File: config.mk
export PLATFORM = sky130hd
export DESIGN_NAME = uniform_grid_path_resampler_flat
export DESIGN_NICKNAME = d
export VERILOG_FILES = /design/src/rtl/ugpr_pkg.sv /design/src/rtl/ugpr_point_if.sv /design/src/rtl/ugpr_sample_if.sv /design/src/rtl/ugpr_divider.sv /design/src/rtl/ugpr_scaler.sv /design/src/rtl/uniform_grid_path_resampler.sv /design/src/flat_wrapper.sv
export VERILOG_INCLUDE_DIRS = /design/src /design/src/rtl
export SDC_FILE = /design/constraint.sdc
export NUM_CORES = 2
export LEC_CHECK = 0
export BUFFER_PORTS_ARGS = -buffer_cell sky130_fd_sc_hd__buf_2
export CAP_MARGIN = 20
export CORE_MARGIN = 3
export CORE_UTILIZATION = 40
export CTS_BUF_LIST = sky130_fd_sc_hd__clkbuf_2
export DETAILED_ROUTE_END_ITERATION = 8
export PLACE_DENSITY = 0.55
export RECOVER_POWER = 100
export SETUP_SLACK_MARGIN = 0.1
export SLEW_MARGIN = 10
export SYNTH_ARGS = -nofsm -noshare
export SYNTH_HDL_FRONTEND = slang
export SYNTH_SLANG_ARGS = --single-unit
File: constraint.sdc
create_clock -name clk_i -period 15.7 [get_ports clk_i]
set_clock_uncertainty 0.15 [all_clocks]
set_input_delay 0.785 -clock clk_i [delete_from_list [all_inputs] [get_ports clk_i]]
set_output_delay 0.785 -clock clk_i [all_outputs]
set_load 0.05 [all_outputs]
File: src/rtl/assert_macros.svh
// Assertion macros shared by the resampler RTL.
// No dependencies; define NO_ASSERTIONS to compile them out.
`ifndef ASSERT_MACROS_SVH
`define ASSERT_MACROS_SVH
`ifndef NO_ASSERTIONS
// Property checked on every rising clock edge outside reset
`define ASSERT_PROP(lbl, clk, rstn, prop, msg) \
  lbl: assert property (@(posedge clk) disable iff (!(rstn)) (prop)) else $error(msg);
// Condition that must never be true outside reset
`define ASSERT_NEVER(lbl, clk, rstn, cond, msg) \
  lbl: assert property (@(posedge clk) disable iff (!(rstn)) !(cond)) else $error(msg);
`else
`define ASSERT_PROP(lbl, clk, rstn, prop, msg)
`define ASSERT_NEVER(lbl, clk, rstn, cond, msg)
`endif
`endif

File: src/rtl/ugpr_pkg.sv
// Shared types for the uniform grid path resampler.
// No dependencies; used by the serial units and the top level.
package ugpr_pkg;

  // Status of a multi-cycle serial unit
  typedef struct packed {
    logic busy;
    logic done;
  } ugpr_unit_sts_t;

  // Top-level sequencer states
  typedef enum logic [3:0] {
    ST_IDLE = 4'b0001,
    ST_DIV  = 4'b0010,
    ST_MUL  = 4'b0100,
    ST_EMIT = 4'b1000
  } ugpr_state_e;

endpackage

File: src/rtl/ugpr_point_if.sv
// Valid/ready channel carrying one timed path point.
// No dependencies.
interface ugpr_point_if #(
  parameter int unsigned COORD_WIDTH = 32,
  parameter int unsigned TIME_WIDTH  = 32
);
  logic                          valid;
  logic                          ready;
  logic signed [COORD_WIDTH-1:0] point_x;
  logic signed [COORD_WIDTH-1:0] point_y;
  logic        [TIME_WIDTH-1:0]  point_time;
  logic                          path_start;

  modport source (output valid, point_x, point_y, point_time, path_start, input ready);
  modport sink   (input valid, point_x, point_y, point_time, path_start, output ready);
endinterface

File: src/rtl/ugpr_sample_if.sv
// Valid/ready channel carrying one resampled grid point.
// No dependencies.
interface ugpr_sample_if #(
  parameter int unsigned COORD_WIDTH = 32,
  parameter int unsigned TIME_WIDTH  = 32
);
  logic                          valid;
  logic                          ready;
  logic signed [COORD_WIDTH-1:0] sample_x;
  logic signed [COORD_WIDTH-1:0] sample_y;
  logic        [TIME_WIDTH-1:0]  sample_time;
  logic                          last_of_run;
  logic                          truncated;

  modport source (output valid, sample_x, sample_y, sample_time, last_of_run, truncated,
                  input ready);
  modport sink   (input valid, sample_x, sample_y, sample_time, last_of_run, truncated,
                  output ready);
endinterface

File: src/rtl/ugpr_divider.sv
// Bit-serial restoring divider, one quotient bit per cycle.
// Depends on ugpr_pkg for the unit status struct.
module ugpr_divider #(
  parameter int unsigned WIDTH = 32
) (
  input  logic                    clk_i,
  input  logic                    rst_ni,
  input  logic                    start_i,
  input  logic [WIDTH-1:0]        dividend_i,
  input  logic [WIDTH-1:0]        divisor_i,
  output logic [WIDTH-1:0]        quotient_o,
  output logic [WIDTH-1:0]        remainder_o,
  output ugpr_pkg::ugpr_unit_sts_t sts_o
);
  import ugpr_pkg::*;

  localparam int unsigned CntW = $clog2(WIDTH + 1);

  logic [WIDTH-1:0] quo_q, quo_d, rem_q, rem_d, div_q;
  logic [CntW-1:0]  cnt_q;
  logic             busy_q, done_q;
  logic [WIDTH:0]   rem_sh, diff;
  logic             ge;

  // one restoring step: shift in next dividend bit, try subtract
  always_comb begin
    rem_sh = {rem_q, quo_q[WIDTH-1]};
    diff   = rem_sh - {1'b0, div_q};
    ge     = !diff[WIDTH];
    rem_d  = ge ? diff[WIDTH-1:0] : rem_sh[WIDTH-1:0];
    quo_d  = {quo_q[WIDTH-2:0], ge};
  end

  // control
  always_ff @(posedge clk_i or negedge rst_ni) begin
    if (!rst_ni) begin
      busy_q <= 1'b0;
      done_q <= 1'b0;
      cnt_q  <= '0;
    end else begin
      done_q <= 1'b0;
      if (start_i) begin
        busy_q <= 1'b1;
        cnt_q  <= CntW'(WIDTH);
      end else if (busy_q) begin
        cnt_q <= cnt_q - CntW'(1);
        if (cnt_q == CntW'(1)) begin
          busy_q <= 1'b0;
          done_q <= 1'b1;
        end
      end
    end
  end

  // datapath
  always_ff @(posedge clk_i) begin
    if (start_i) begin
      quo_q <= dividend_i;
      rem_q <= '0;
      div_q <= divisor_i;
    end else if (busy_q) begin
      quo_q <= quo_d;
      rem_q <= rem_d;
    end
  end

  assign quotient_o  = quo_q;
  assign remainder_o = rem_q;
  assign sts_o.busy  = busy_q;
  assign sts_o.done  = done_q;
endmodule

File: src/rtl/ugpr_scaler.sv
// Bit-serial exact floor(off * mag / dur) for off < dur, one bit of mag per cycle.
// Depends on ugpr_pkg for the unit status struct.
module ugpr_scaler #(
  parameter int unsigned TIME_WIDTH  = 32,
  parameter int unsigned COORD_WIDTH = 32
) (
  input  logic                     clk_i,
  input  logic                     rst_ni,
  input  logic                     start_i,
  input  logic [TIME_WIDTH-1:0]    off_i,
  input  logic [COORD_WIDTH-1:0]   mag_i,
  input  logic [TIME_WIDTH-1:0]    dur_i,
  output logic [COORD_WIDTH-1:0]   q_o,
  output ugpr_pkg::ugpr_unit_sts_t sts_o
);
  import ugpr_pkg::*;

  localparam int unsigned CntW = $clog2(COORD_WIDTH + 1);

  logic [TIME_WIDTH-1:0]  u_q, d_q, r_q, r_a, r_d;
  logic [COORD_WIDTH-1:0] m_q, q_q, q_a, q_d;
  logic [TIME_WIDTH:0]    r2, sum;
  logic                   dbl_ge, add_ge;
  logic [CntW-1:0]        cnt_q;
  logic                   busy_q, done_q;

  // double the remainder modulo dur, then add off modulo dur if the bit is set
  always_comb begin
    r2     = {r_q, 1'b0};
    dbl_ge = r2 >= {1'b0, d_q};
    r_a    = dbl_ge ? TIME_WIDTH'(r2 - {1'b0, d_q}) : r2[TIME_WIDTH-1:0];
    q_a    = {q_q[COORD_WIDTH-2:0], dbl_ge};
    sum    = {1'b0, r_a} + {1'b0, u_q};
    add_ge = m_q[COORD_WIDTH-1] && (sum >= {1'b0, d_q});
    if (m_q[COORD_WIDTH-1]) begin
      r_d = add_ge ? TIME_WIDTH'(sum - {1'b0, d_q}) : sum[TIME_WIDTH-1:0];
    end else begin
      r_d = r_a;
    end
    q_d = q_a + COORD_WIDTH'(add_ge);
  end

  // control
  always_ff @(posedge clk_i or negedge rst_ni) begin
    if (!rst_ni) begin
      busy_q <= 1'b0;
      done_q <= 1'b0;
      cnt_q  <= '0;
    end else begin
      done_q <= 1'b0;
      if (start_i) begin
        busy_q <= 1'b1;
        cnt_q  <= CntW'(COORD_WIDTH);
      end else if (busy_q) begin
        cnt_q <= cnt_q - CntW'(1);
        if (cnt_q == CntW'(1)) begin
          busy_q <= 1'b0;
          done_q <= 1'b1;
        end
      end
    end
  end

  // datapath
  always_ff @(posedge clk_i) begin
    if (start_i) begin
      u_q <= off_i;
      d_q <= dur_i;
      m_q <= mag_i;
      r_q <= '0;
      q_q <= '0;
    end else if (busy_q) begin
      r_q <= r_d;
      q_q <= q_d;
      m_q <= {m_q[COORD_WIDTH-2:0], 1'b0};
    end
  end

  assign q_o        = q_q;
  assign sts_o.busy = busy_q;
  assign sts_o.done = done_q;
endmodule

File: src/rtl/uniform_grid_path_resampler.sv
// Top level of the uniform grid path resampler.
// Depends on ugpr_pkg, ugpr_point_if, ugpr_sample_if, ugpr_divider, ugpr_scaler.
//
// Usage: points (x, y, time, path_start) arrive on point_i, resampled grid
// points leave on sample_o; both are valid/ready channels and a transaction
// completes when valid and ready are high at a rising clk_i edge. grid_step is
// written through grid_step_we_i/grid_step_i while the block is idle.
// One point is processed at a time. A point that starts a path, or emits no
// sample, leaves the sequencer idle. A point that emits N samples first runs
// the serial divider (grid count and remainder), then, for each sample, the two
// bit-serial interpolation scalers (x and y run side by side). Results sit in
// an output register, so the next point is accepted while the last sample
// still waits; a stalled receiver holds the sequencer in its emit step once
// the output register is full. Reset (rst_ni low, asynchronous) forgets the
// previous point, empties the output register and sets grid_step to 1.0 in
// Q16.16.
module uniform_grid_path_resampler #(
  parameter int unsigned COORD_WIDTH  = 32,
  parameter int unsigned TIME_WIDTH   = 32,
  parameter int unsigned MAX_PER_ITEM = 64
) (
  input  logic         clk_i,
  input  logic         rst_ni,
  input  logic         grid_step_we_i,
  input  logic [31:0]  grid_step_i,
  ugpr_point_if.sink   point_i,
  ugpr_sample_if.source sample_o
);
  import ugpr_pkg::*;

  `include "assert_macros.svh"

  localparam int unsigned CntW = $clog2(MAX_PER_ITEM + 1);
  localparam int unsigned CW   = COORD_WIDTH;
  localparam int unsigned TW   = TIME_WIDTH;

  ugpr_state_e state_q, state_d;

  logic [31:0]         grid_step_q;
  logic [TW-1:0]       step;
  logic signed [CW-1:0] prev_x_q, prev_y_q, seg_x0_q, seg_y0_q;
  logic [TW-1:0]       prev_t_q, next_grid_q, seg_t0_q, seg_t1_q, dur_q, g_q, g_d;
  logic                have_q, ended_q;
  logic [CW-1:0]       mag_x_q, mag_y_q;
  logic                neg_x_q, neg_y_q;
  logic [CntW-1:0]     cnt_q, emit_q;
  logic                trunc_q;

  logic                out_valid_q, out_last_q, out_trunc_q;
  logic signed [CW-1:0] out_x_q, out_y_q;
  logic [TW-1:0]       out_t_q;

  logic                in_acc, restart, seg_go, slot_free, load, last, sc_start;
  logic [CW:0]         dx, dy;
  logic [TW-1:0]       quo, rem, pad;
  logic [TW:0]         grid_sum;
  logic [CW-1:0]       qx, qy;
  ugpr_unit_sts_t      div_sts, scx_sts, scy_sts;

  // zero step behaves as a step of one
  assign step = (TW'(grid_step_q) == '0) ? TW'(1) : TW'(grid_step_q);

  // input decode
  assign in_acc  = point_i.valid && point_i.ready;
  assign restart = point_i.path_start || !have_q || (point_i.point_time < prev_t_q);
  assign seg_go  = !restart && !ended_q && (next_grid_q < point_i.point_time);
  assign dx = {point_i.point_x[CW-1], point_i.point_x} - {prev_x_q[CW-1], prev_x_q};
  assign dy = {point_i.point_y[CW-1], point_i.point_y} - {prev_y_q[CW-1], prev_y_q};
  assign point_i.ready = (state_q == ST_IDLE);

  // output register handshake
  assign slot_free = !out_valid_q || sample_o.ready;
  assign load      = (state_q == ST_EMIT) && slot_free;
  assign last      = (CntW'(cnt_q + CntW'(1)) == emit_q);
  assign sc_start  = ((state_q == ST_DIV) && div_sts.done) || (load && !last);

  // grid time of the sample the scalers work on next
  always_comb begin
    g_d = g_q;
    if (in_acc) begin
      g_d = next_grid_q;
    end else if (load) begin
      g_d = g_q + step;
    end
  end

  // grid resume point after this segment
  assign pad      = step - TW'(1) - rem;
  assign grid_sum = {1'b0, seg_t1_q} + {1'b0, pad};

  // sequencer
  always_comb begin
    state_d = state_q;
    unique case (state_q)
      ST_IDLE: if (in_acc && seg_go) state_d = ST_DIV;
      ST_DIV:  if (div_sts.done) state_d = ST_MUL;
      ST_MUL:  if (scx_sts.done) state_d = ST_EMIT;
      ST_EMIT: if (load) state_d = last ? ST_IDLE : ST_MUL;
      default: state_d = ST_IDLE;
    endcase
  end

  // control state
  always_ff @(posedge clk_i or negedge rst_ni) begin
    if (!rst_ni) begin
      state_q     <= ST_IDLE;
      grid_step_q <= 32'd65536;
      have_q      <= 1'b0;
      ended_q     <= 1'b0;
      prev_x_q    <= '0;
      prev_y_q    <= '0;
      prev_t_q    <= '0;
      next_grid_q <= '0;
      cnt_q       <= '0;
      emit_q      <= '0;
      trunc_q     <= 1'b0;
      out_valid_q <= 1'b0;
    end else begin
      state_q <= state_d;
      if (grid_step_we_i) begin
        grid_step_q <= grid_step_i;
      end
      // point acceptance
      if (in_acc) begin
        prev_x_q <= point_i.point_x;
        prev_y_q <= point_i.point_y;
        prev_t_q <= point_i.point_time;
        if (restart) begin
          next_grid_q <= point_i.point_time;
          ended_q     <= 1'b0;
          have_q      <= 1'b1;
        end
      end
      // grid count known: sample count, cap flag, grid resume time
      if ((state_q == ST_DIV) && div_sts.done) begin
        cnt_q <= '0;
        if (quo >= TW'(MAX_PER_ITEM)) begin
          emit_q  <= CntW'(MAX_PER_ITEM);
          trunc_q <= 1'b1;
        end else begin
          emit_q  <= CntW'(quo) + CntW'(1);
          trunc_q <= 1'b0;
        end
        if (grid_sum[TW]) begin
          ended_q <= 1'b1;
        end else begin
          next_grid_q <= grid_sum[TW-1:0];
        end
      end
      if (load) begin
        cnt_q <= CntW'(cnt_q + CntW'(1));
      end
      // output valid
      if (load) begin
        out_valid_q <= 1'b1;
      end else if (sample_o.ready) begin
        out_valid_q <= 1'b0;
      end
    end
  end

  // segment and output payload
  always_ff @(posedge clk_i) begin
    g_q <= g_d;
    if (in_acc) begin
      seg_x0_q <= prev_x_q;
      seg_y0_q <= prev_y_q;
      seg_t0_q <= prev_t_q;
      seg_t1_q <= point_i.point_time;
      dur_q    <= point_i.point_time - prev_t_q;
      neg_x_q  <= dx[CW];
      neg_y_q  <= dy[CW];
      mag_x_q  <= dx[CW] ? CW'(-dx) : dx[CW-1:0];
      mag_y_q  <= dy[CW] ? CW'(-dy) : dy[CW-1:0];
    end
    if (load) begin
      out_x_q     <= neg_x_q ? seg_x0_q - $signed(qx) : seg_x0_q + $signed(qx);
      out_y_q     <= neg_y_q ? seg_y0_q - $signed(qy) : seg_y0_q + $signed(qy);
      out_t_q     <= g_q;
      out_last_q  <= last;
      out_trunc_q <= trunc_q;
    end
  end

  // grid count and remainder of the segment
  ugpr_divider #(.WIDTH(TW)) u_div (
    .clk_i      (clk_i),
    .rst_ni     (rst_ni),
    .start_i    (in_acc && seg_go),
    .dividend_i (point_i.point_time - next_grid_q - TW'(1)),
    .divisor_i  (step),
    .quotient_o (quo),
    .remainder_o(rem),
    .sts_o      (div_sts)
  );

  // interpolation offsets for x and y
  ugpr_scaler #(.TIME_WIDTH(TW), .COORD_WIDTH(CW)) u_scx (
    .clk_i  (clk_i),
    .rst_ni (rst_ni),
    .start_i(sc_start),
    .off_i  (g_d - seg_t0_q),
    .mag_i  (mag_x_q),
    .dur_i  (dur_q),
    .q_o    (qx),
    .sts_o  (scx_sts)
  );

  ugpr_scaler #(.TIME_WIDTH(TW), .COORD_WIDTH(CW)) u_scy (
    .clk_i  (clk_i),
    .rst_ni (rst_ni),
    .start_i(sc_start),
    .off_i  (g_d - seg_t0_q),
    .mag_i  (mag_y_q),
    .dur_i  (dur_q),
    .q_o    (qy),
    .sts_o  (scy_sts)
  );

  assign sample_o.valid       = out_valid_q;
  assign sample_o.sample_x    = out_x_q;
  assign sample_o.sample_y    = out_y_q;
  assign sample_o.sample_time = out_t_q;
  assign sample_o.last_of_run = out_last_q;
  assign sample_o.truncated   = out_trunc_q;

  // checks
  `ASSERT_PROP(a_div_done_in_div, clk_i, rst_ni, div_sts.done |-> state_q == ST_DIV, "div done")
  `ASSERT_PROP(a_scalers_lockstep, clk_i, rst_ni, scx_sts.busy == scy_sts.busy, "scaler step")
  `ASSERT_NEVER(a_cnt_cap, clk_i, rst_ni, ((state_q == ST_MUL) || (state_q == ST_EMIT)) && (cnt_q >= CntW'(MAX_PER_ITEM)), "cap")
  `ASSERT_PROP(a_valid_from_emit, clk_i, rst_ni, $rose(out_valid_q) |-> $past(state_q == ST_EMIT), "emit")
endmodule

File: src/flat_wrapper.sv
// flat-port wrapper written by rule: the top's interface ports become plain ports
module uniform_grid_path_resampler_flat import ugpr_pkg::*;
#(
  parameter int unsigned COORD_WIDTH  = 32,
  parameter int unsigned TIME_WIDTH   = 32,
  parameter int unsigned MAX_PER_ITEM = 64
)
  (clk_i, rst_ni, grid_step_we_i, grid_step_i, point_i_valid, point_i_point_x, point_i_point_y, point_i_point_time, point_i_path_start, point_i_ready, sample_o_valid, sample_o_sample_x, sample_o_sample_y, sample_o_sample_time, sample_o_last_of_run, sample_o_truncated, sample_o_ready);
  ugpr_point_if #(.COORD_WIDTH(COORD_WIDTH), .TIME_WIDTH(TIME_WIDTH)) point_i_i ();
  ugpr_sample_if #(.COORD_WIDTH(COORD_WIDTH), .TIME_WIDTH(TIME_WIDTH)) sample_o_i ();
  input  logic clk_i;
  input  logic rst_ni;
  input  logic grid_step_we_i;
  input  logic [31:0] grid_step_i;
  input wire logic [$bits(point_i_i.valid)-1:0] point_i_valid;
  input wire logic [$bits(point_i_i.point_x)-1:0] point_i_point_x;
  input wire logic [$bits(point_i_i.point_y)-1:0] point_i_point_y;
  input wire logic [$bits(point_i_i.point_time)-1:0] point_i_point_time;
  input wire logic [$bits(point_i_i.path_start)-1:0] point_i_path_start;
  output wire logic [$bits(point_i_i.ready)-1:0] point_i_ready;
  output wire logic [$bits(sample_o_i.valid)-1:0] sample_o_valid;
  output wire logic [$bits(sample_o_i.sample_x)-1:0] sample_o_sample_x;
  output wire logic [$bits(sample_o_i.sample_y)-1:0] sample_o_sample_y;
  output wire logic [$bits(sample_o_i.sample_time)-1:0] sample_o_sample_time;
  output wire logic [$bits(sample_o_i.last_of_run)-1:0] sample_o_last_of_run;
  output wire logic [$bits(sample_o_i.truncated)-1:0] sample_o_truncated;
  input wire logic [$bits(sample_o_i.ready)-1:0] sample_o_ready;
  assign point_i_i.valid = point_i_valid;
  assign point_i_i.point_x = point_i_point_x;
  assign point_i_i.point_y = point_i_point_y;
  assign point_i_i.point_time = point_i_point_time;
  assign point_i_i.path_start = point_i_path_start;
  assign point_i_ready = point_i_i.ready;
  assign sample_o_valid = sample_o_i.valid;
  assign sample_o_sample_x = sample_o_i.sample_x;
  assign sample_o_sample_y = sample_o_i.sample_y;
  assign sample_o_sample_time = sample_o_i.sample_time;
  assign sample_o_last_of_run = sample_o_i.last_of_run;
  assign sample_o_truncated = sample_o_i.truncated;
  assign sample_o_i.ready = sample_o_ready;
  uniform_grid_path_resampler #(.COORD_WIDTH(COORD_WIDTH), .TIME_WIDTH(TIME_WIDTH), .MAX_PER_ITEM(MAX_PER_ITEM)) u_core (.clk_i(clk_i), .rst_ni(rst_ni), .grid_step_we_i(grid_step_we_i), .grid_step_i(grid_step_i), .point_i(point_i_i), .sample_o(sample_o_i));
endmodule
; ---- Word level (Yosys, flattened, before mapping)
; Index checks and enable logic that the tools add are counted.
; W data, S select, Z words.
[totals]
in_bits = 134
output_inout_bits = 100
reg_bits = 913
elab_cells = 183
[op_classes]
muxes = 61
add_sub_neg = 30
n_reduce_logical = 27
order_cmp = 7
eq_ne = 12
[ops]
columns = op, count
row1 = $mux W32, 24
row2 = $sub A32 B32 Y32, 10
row3 = $ge A33 B32 Y1, 4
row4 = $add A32 B32 Y33, 3
row5 = $add A32 B32 Y32, 3
row6 = $sub A32 B32 Y33, 2
row7 = $add A32 B1 Y32, 2
row8 = $lt A32 B32 Y1, 2
row9 = $neg A32 Y32, 2
row10 = $sub A32 B1 Y32 const B, 2
row11 = $mux W6, 6
row12 = $sub A33 B32 Y33, 1
row13 = $ge A32 B7 Y1 const B, 1
row14 = $logic_not A32 Y1, 1
row15 = $mux W1, 22
row16 = $mux W7, 3
row17 = $eq A6 B1 Y1 const B, 3
row18 = $sub A6 B1 Y6 const B, 3
row19 = $mux W4, 4
row20 = $pmux W4 S4, 1
row21 = $add A7 B1 Y7 const B, 2
row22 = $reduce_bool A2 Y1, 5
row23 = $logic_and A1 B1 Y1, 9
row24 = $eq A7 B7 Y1, 1
row25 = other kinds (11), 21

; ---- Logic depth before layout (Yosys ltp)
[depth]
ltp_word = 9
mapped_depth = 47
ltp_nobuf = 45

; ---- Modules after synthesis
; From an unflattened synthesis, not the netlist that was laid out.
[hier_totals]
cells_unflattened = 7432
hier_area_um2 = 69025.0
[modules_own_cells]
columns = mod, area_per_inst_um2, seq_area_each_um2, cells_per_inst, n_inst
row1 = uniform_grid_path_resampler, 37805.0, 14926.8, 4061, 1
row2 = ugpr_scaler at u_core.u_scy, 12769.7, 4364.2, 1428, 1
row3 = ugpr_scaler at u_core.u_scx, 12522.0, 4364.2, 1353, 1
row4 = ugpr_divider, 5928.2, 2762.6, 590, 1

; ---- Worst setup path before layout
; OpenSTA, ideal clock, no wires.
[synth_path]
kind = reg-to-reg
start = register u_core.state_q[0]
end = register u_core.u_scx.u_q[31], data pin
slack_ps = 3386
t_arrival_ps = 11904
n_path_buf = 3
period_less_slack_ps = 12314
setup_time_ps = 260
stages_incl_launch_ff = 20
t_required_ps = 15290
cell_sequence = dfstp_2 clkbuf_1 nand2_1 nor3_1 nand2_1 clkinv_1 clkbuf_1 clkbuf_1 a21oi_1 ha_1 nand4_1 nor3_1 a21oi_1 a31oi_1 a31o_2 nand3_1 a21oi_1 o22ai_1 xnor2_1 xnor2_1
[synth_via]
elab_cells_between_ends = 7
classes_between = 1 x add/sub / 2 x eq/ne / 2 x mux / 2 x reduce/logical
[synth_rtl]
columns = item, line
row1 = from (decl), uniform_grid_path_resampler.sv:37  ; ugpr_state_e state_q, state_d;
row2 = from (signal assigned), uniform_grid_path_resampler.sv:119  ; state_q <= state_d;
row3 = $eq A4 B1 Y1, uniform_grid_path_resampler.sv:69  ; assign point_i.ready = (state_q == ST_IDLE);
row4 = net point_i_ready, flat_wrapper.sv:20  ; output wire logic [$bits(point_i_i.ready)-1:0] point_i_ready;
row5 = $logic_and A1 B1 Y1, uniform_grid_path_resampler.sv:64  ; assign in_acc = point_i.valid && point_i.ready;
row6 = net u_core.in_acc, uniform_grid_path_resampler.sv:53  ; logic in_acc, restart, seg_go, slot_free, load, last, sc_start;
row7 = $mux W32, uniform_grid_path_resampler.sv:80  ; if (in_acc) begin
row8 = net u_core.g_d[16], uniform_grid_path_resampler.sv:42  ; logic [TW-1:0] prev_t_q, next_grid_q, seg_t0_q, seg_t1_q, dur_q, g_q, g_d;
row9 = $sub A32 B32 Y32, uniform_grid_path_resampler.sv:202  ; .off_i (g_d - seg_t0_q),
row10 = net u_core.u_scx.off_i[31], ugpr_scaler.sv:10  ; input logic [TIME_WIDTH-1:0] off_i,
row11 = to (signal assigned), ugpr_scaler.sv:67  ; u_q <= off_i;
row12 = to (decl), ugpr_scaler.sv:20  ; logic [TIME_WIDTH-1:0] u_q, d_q, r_q, r_a, r_d;
; The timed path passes the listed nets, and every way through them passes these cells.
; A chain may end at the register's enable or synchronous reset.

; ---- Worst setup path in the final report
[layout_path]
start = register u_core.state_q[1]
end = register u_core.u_scx.u_q[31], data pin
[layout_via]
elab_chain_cells = 5
elab_cells_between_ends = 7
classes_between = 1 x add/sub / 2 x eq/ne / 2 x mux / 2 x reduce/logical
[layout_lines]
columns = item, line
row1 = $eq A4 B4 Y1, uniform_grid_path_resampler.sv:73  ; assign load = (state_q == ST_EMIT) && slot_free;
row2 = $logic_and A1 B1 Y1, uniform_grid_path_resampler.sv:73
row3 = $mux W32, uniform_grid_path_resampler.sv:82  ; end else if (load) begin
row4 = $mux W32 *, uniform_grid_path_resampler.sv:80
row5 = net u_core.g_d[4], uniform_grid_path_resampler.sv:42
row6 = $sub A32 B32 Y32 *, uniform_grid_path_resampler.sv:202
row7 = net u_core.u_scx.off_i[31], ugpr_scaler.sv:10
; The timed path passes the listed nets; every way through them passes the cells marked *.

==> out/results.txt <==
Run status - complete, but fails checks
Failing checks - capacitance limit, slew limit
Initial antenna violation count - 15
CP max FO - 140
Post-Synth Adder-Cell Area - 0.1199
# DRC - 0
Largest net degree at the start of global routing - 141
Number of synthesized register bits - 913
Unique masters post-synth - 109
Die height - 407.0 um
Gpl congestion - 0.9238
# port buffers - 233
Syn nets - 7889
Later-pin clock latency in the skew report - 1.69 ns
Area leader, netlist - edfxtp_1
Total grt overflow - 0
Post-Synth Simple-Gate Area - 0.1424
Worst-path cell chain - inv_1 -> nand2_1 -> nor3_1 -> nand2_1 -> clkbuf_1 -> clkinvlp_2 -> buf_4 -> buf_4 -> a211oi_1 -> a21oi_1 -> ha_1 -> or2_2 -> o311ai_0 -> a32oi_1 -> a21oi_1 -> a31oi_1 -> a31o_2 -> nand3_1 -> a21oi_1 -> o22ai_1 -> xnor2_1 -> xnor2_1
Final design utilization - 0.4607
Crit path max-delay family - buffers and inverters
ANT nets after route - 0
Post-Synth XOR/XNOR Area - 0.09014
RSZ-0062 raised after global routing - false
Layout cells sized above 1 - 0.08474
Resize count post-CTS - 0
Vias per cell - 5.333
Hold Crit Class - flop to flop
Post-DP HPWL - 139.0 mm
Normalized max-slew margin - -3.224
Fin. max-slew vios - 1518
Final Instance Area - 73310 um^2
Total track usage - 0.2247
Top cell type's share of synthesized area - 0.2410
Ports - 234
Crit path required time - 16.86 ns
Via count - 54310
Startpoint types - flop
WL/cell - 18.53 um
Final #Nets - 8565
Mapped Avg Cell Area - 8.995 um^2
Placed cell areas - 67570 um^2
Kind of critical path - flop to flop
Largest family of logic cells by synthesized area - compound AO/OA/AOI/OAI gates
First DRT Iteration DRCs - 3576
Mux contribution to synthesized area - 0.01504
First-pass GRT wire length - 294.3 mm
Die footprint - 165600 um^2
Final Setup Violations - 0
Die W - 407.0 um
Post-synthesis cell count - 7149
Synth Area in Compound Gates - 0.2066
Clock transition at path regs - 0.10 ns
Predominant post-synthesis flop cell - edfxtp_1
Drt pass-1 iters - 5
Fmax - 0.07852 GHz
Area growth from synthesis to layout - 14.00%
MaxCap Viol Count - 29
CP endpoint kind - flop
Most common cell in the netlist - nand2_1
Number of global-route vias before repair - 53310
Crit-path most repeated cell - a21oi_1
Slowest-stage cell, CP - clkinvlp_2
Finished Layout Cells - 10180
Count of flip-flops with a built-in enable after synthesis - 516
Seq/Total Area, Yosys - 0.3805
Fillers - 15470
Final WL - 188.7 mm
Clock Path Buffers - 4
CTS root buf - clkbuf_2
Period minus WS final - 12.74 ns
Crit-path max cell delay - 4.46 ns
Final hold viol count - 0
TritonCTS buffer count - 280
Post-Syn Area - 64310 um^2
Initial Util - 0.4042
Synth warn - 0
Core footprint - 159100 um^2
Most frequent cells after synthesis - nand2_1, a21oi_1, ha_1
CTS tree - built
Worst path bufs/invs - 5
Area contributors post-synth - edfxtp_1, ha_1, dfrtp_1
Rows - 146
TritonCTS Sinks - 913
H-tree depth - 5
Period utilization - 0.8112
Placed Cells - 9311
Synth async-reset ratio - 0.2245
Worst EP arrival - 13.90 ns
Worst-margin pin slew - 6.336 ns
Setup_tns - 0 ns
==> timing repair <==
action	CTS	global route
endpoints found under the hold margin	669	0
setup buffers	0	0
hold buffers	378	0
setup endpoints to repair	0	0
==> cell usage in the layout, fill, tap and decap left out, drive strengths merged, types with 17 or more instances in the layout <==
cell type and n:
nand2 750, a21oi 643, ha 589, clkbuf 588, nor2 575, o21ai 540, edfxtp 516, inv 497
xnor2 467, dlygate4sd3 377, a21o 223, dfrtp 203, xor2 194, dfxtp 192, a211oi 134, nand3 131
buf 116, nor3 102, o21a 90, o21bai 77, nand2b 72, a31oi 70, nor2b 67, and3 60
clkinv 55, mux2 53, nor4 51, nand4 46, o211ai 44, and2 42, mux2i 37, o31ai 34
or3 27, o22ai 27, o31a 20, a2111oi 18, or2 17, fa 17, a41oi 17
==> metrics by stage <==
stage	worst slack (ns)	hold slack, ns
floorplan	3.386	0.2503
global placement	4.840	0.2522
detailed placement	4.718	0.2557
CTS	4.581	0.0009550
global route	1.837	0.06633
finish	2.964	0.2549
==> layout make-up <==
| class | instances | area [um^2] | share of cell area |
|---|---|---|---|
| clock buffers | 424 | 2122 | 0.02895 |
| multi-input cells | 5476 | 36890 | 0.5032 |
| inverters | 497 | 1869 | 0.02550 |
| well taps | 2146 | 2685 | 0.03663 |
| clock inverters | 58 | 224.0 | 0.003055 |
| repair buffers | 657 | 5014 | 0.06839 |
| flip-flops and latches | 913 | 24470 | 0.3339 |
| diodes | 13 | 32.53 | 0.0004438 |
==> kinds of logic after synthesis <==
logic type | count (synthesis)
flops | 913
compound gates | 2113
xor+xnor | 661
mux | 90
fa+ha+maj | 606
buf+inv | 760
simple gates | 2006
==> final timing paths <==
| kind | depth (start not counted) | startpoint | slack (ns) | to |
|---|---|---|---|---|
| worst max register to register | 22 | u_core.state_q[1] | 2.96 | u_core.u_scx.u_q[31] |
| worst min-delay path | 0 | u_core.prev_y_q[3] | 0.25 | u_core.seg_y0_q[3] |
| worst max-delay path | 22 | u_core.state_q[1] | 2.96 | u_core.u_scx.u_q[31] |
| min in group asynchronous | 5 | rst_ni | 2.27 | u_core.cnt_q[6] |
| max in group asynchronous | 5 | rst_ni | 7.61 | u_core.u_div.busy_q |
| worst min register to register | 0 | u_core.prev_y_q[3] | 0.25 | u_core.seg_y0_q[3] |
==> per-layer routing <==
| layer | GRT usage | vias up | share of wire |
|---|---|---|---|
| li1 | - | 27150 | - |
| met1 | 0.3168 | 25590 | 0.48 |
| met2 | 0.3520 | 1280 | 0.44 |
| met3 | 0.03586 | 295 | 0.052 |
| met4 | 0.07103 | 0 | 0.027 |
| met5 | 0 | - | 0 |
==> worst reg2reg max path: stages, from the launching register on <==
cell	delay, ns
dfrtp_1	0.52
inv_1	0.10
nand2_1	0.10
nor3_1	0.08
nand2_1	0.08
clkbuf_1	1.17
clkinvlp_2	4.48
buf_4	1.67
buf_4	0.45
a211oi_1	0.32
a21oi_1	0.18
ha_1	0.30
or2_2	0.29
o311ai_0	0.58
a32oi_1	0.32
a21oi_1	0.37
a31oi_1	0.24
a31o_2	0.30
nand3_1	0.14
a21oi_1	0.09
o22ai_1	0.22
xnor2_1	0.17
xnor2_1	0.10
Power is left out: the tool's default activity adds up to more than one toggle a clock period on the data nets, which glitch-free logic cannot reach.
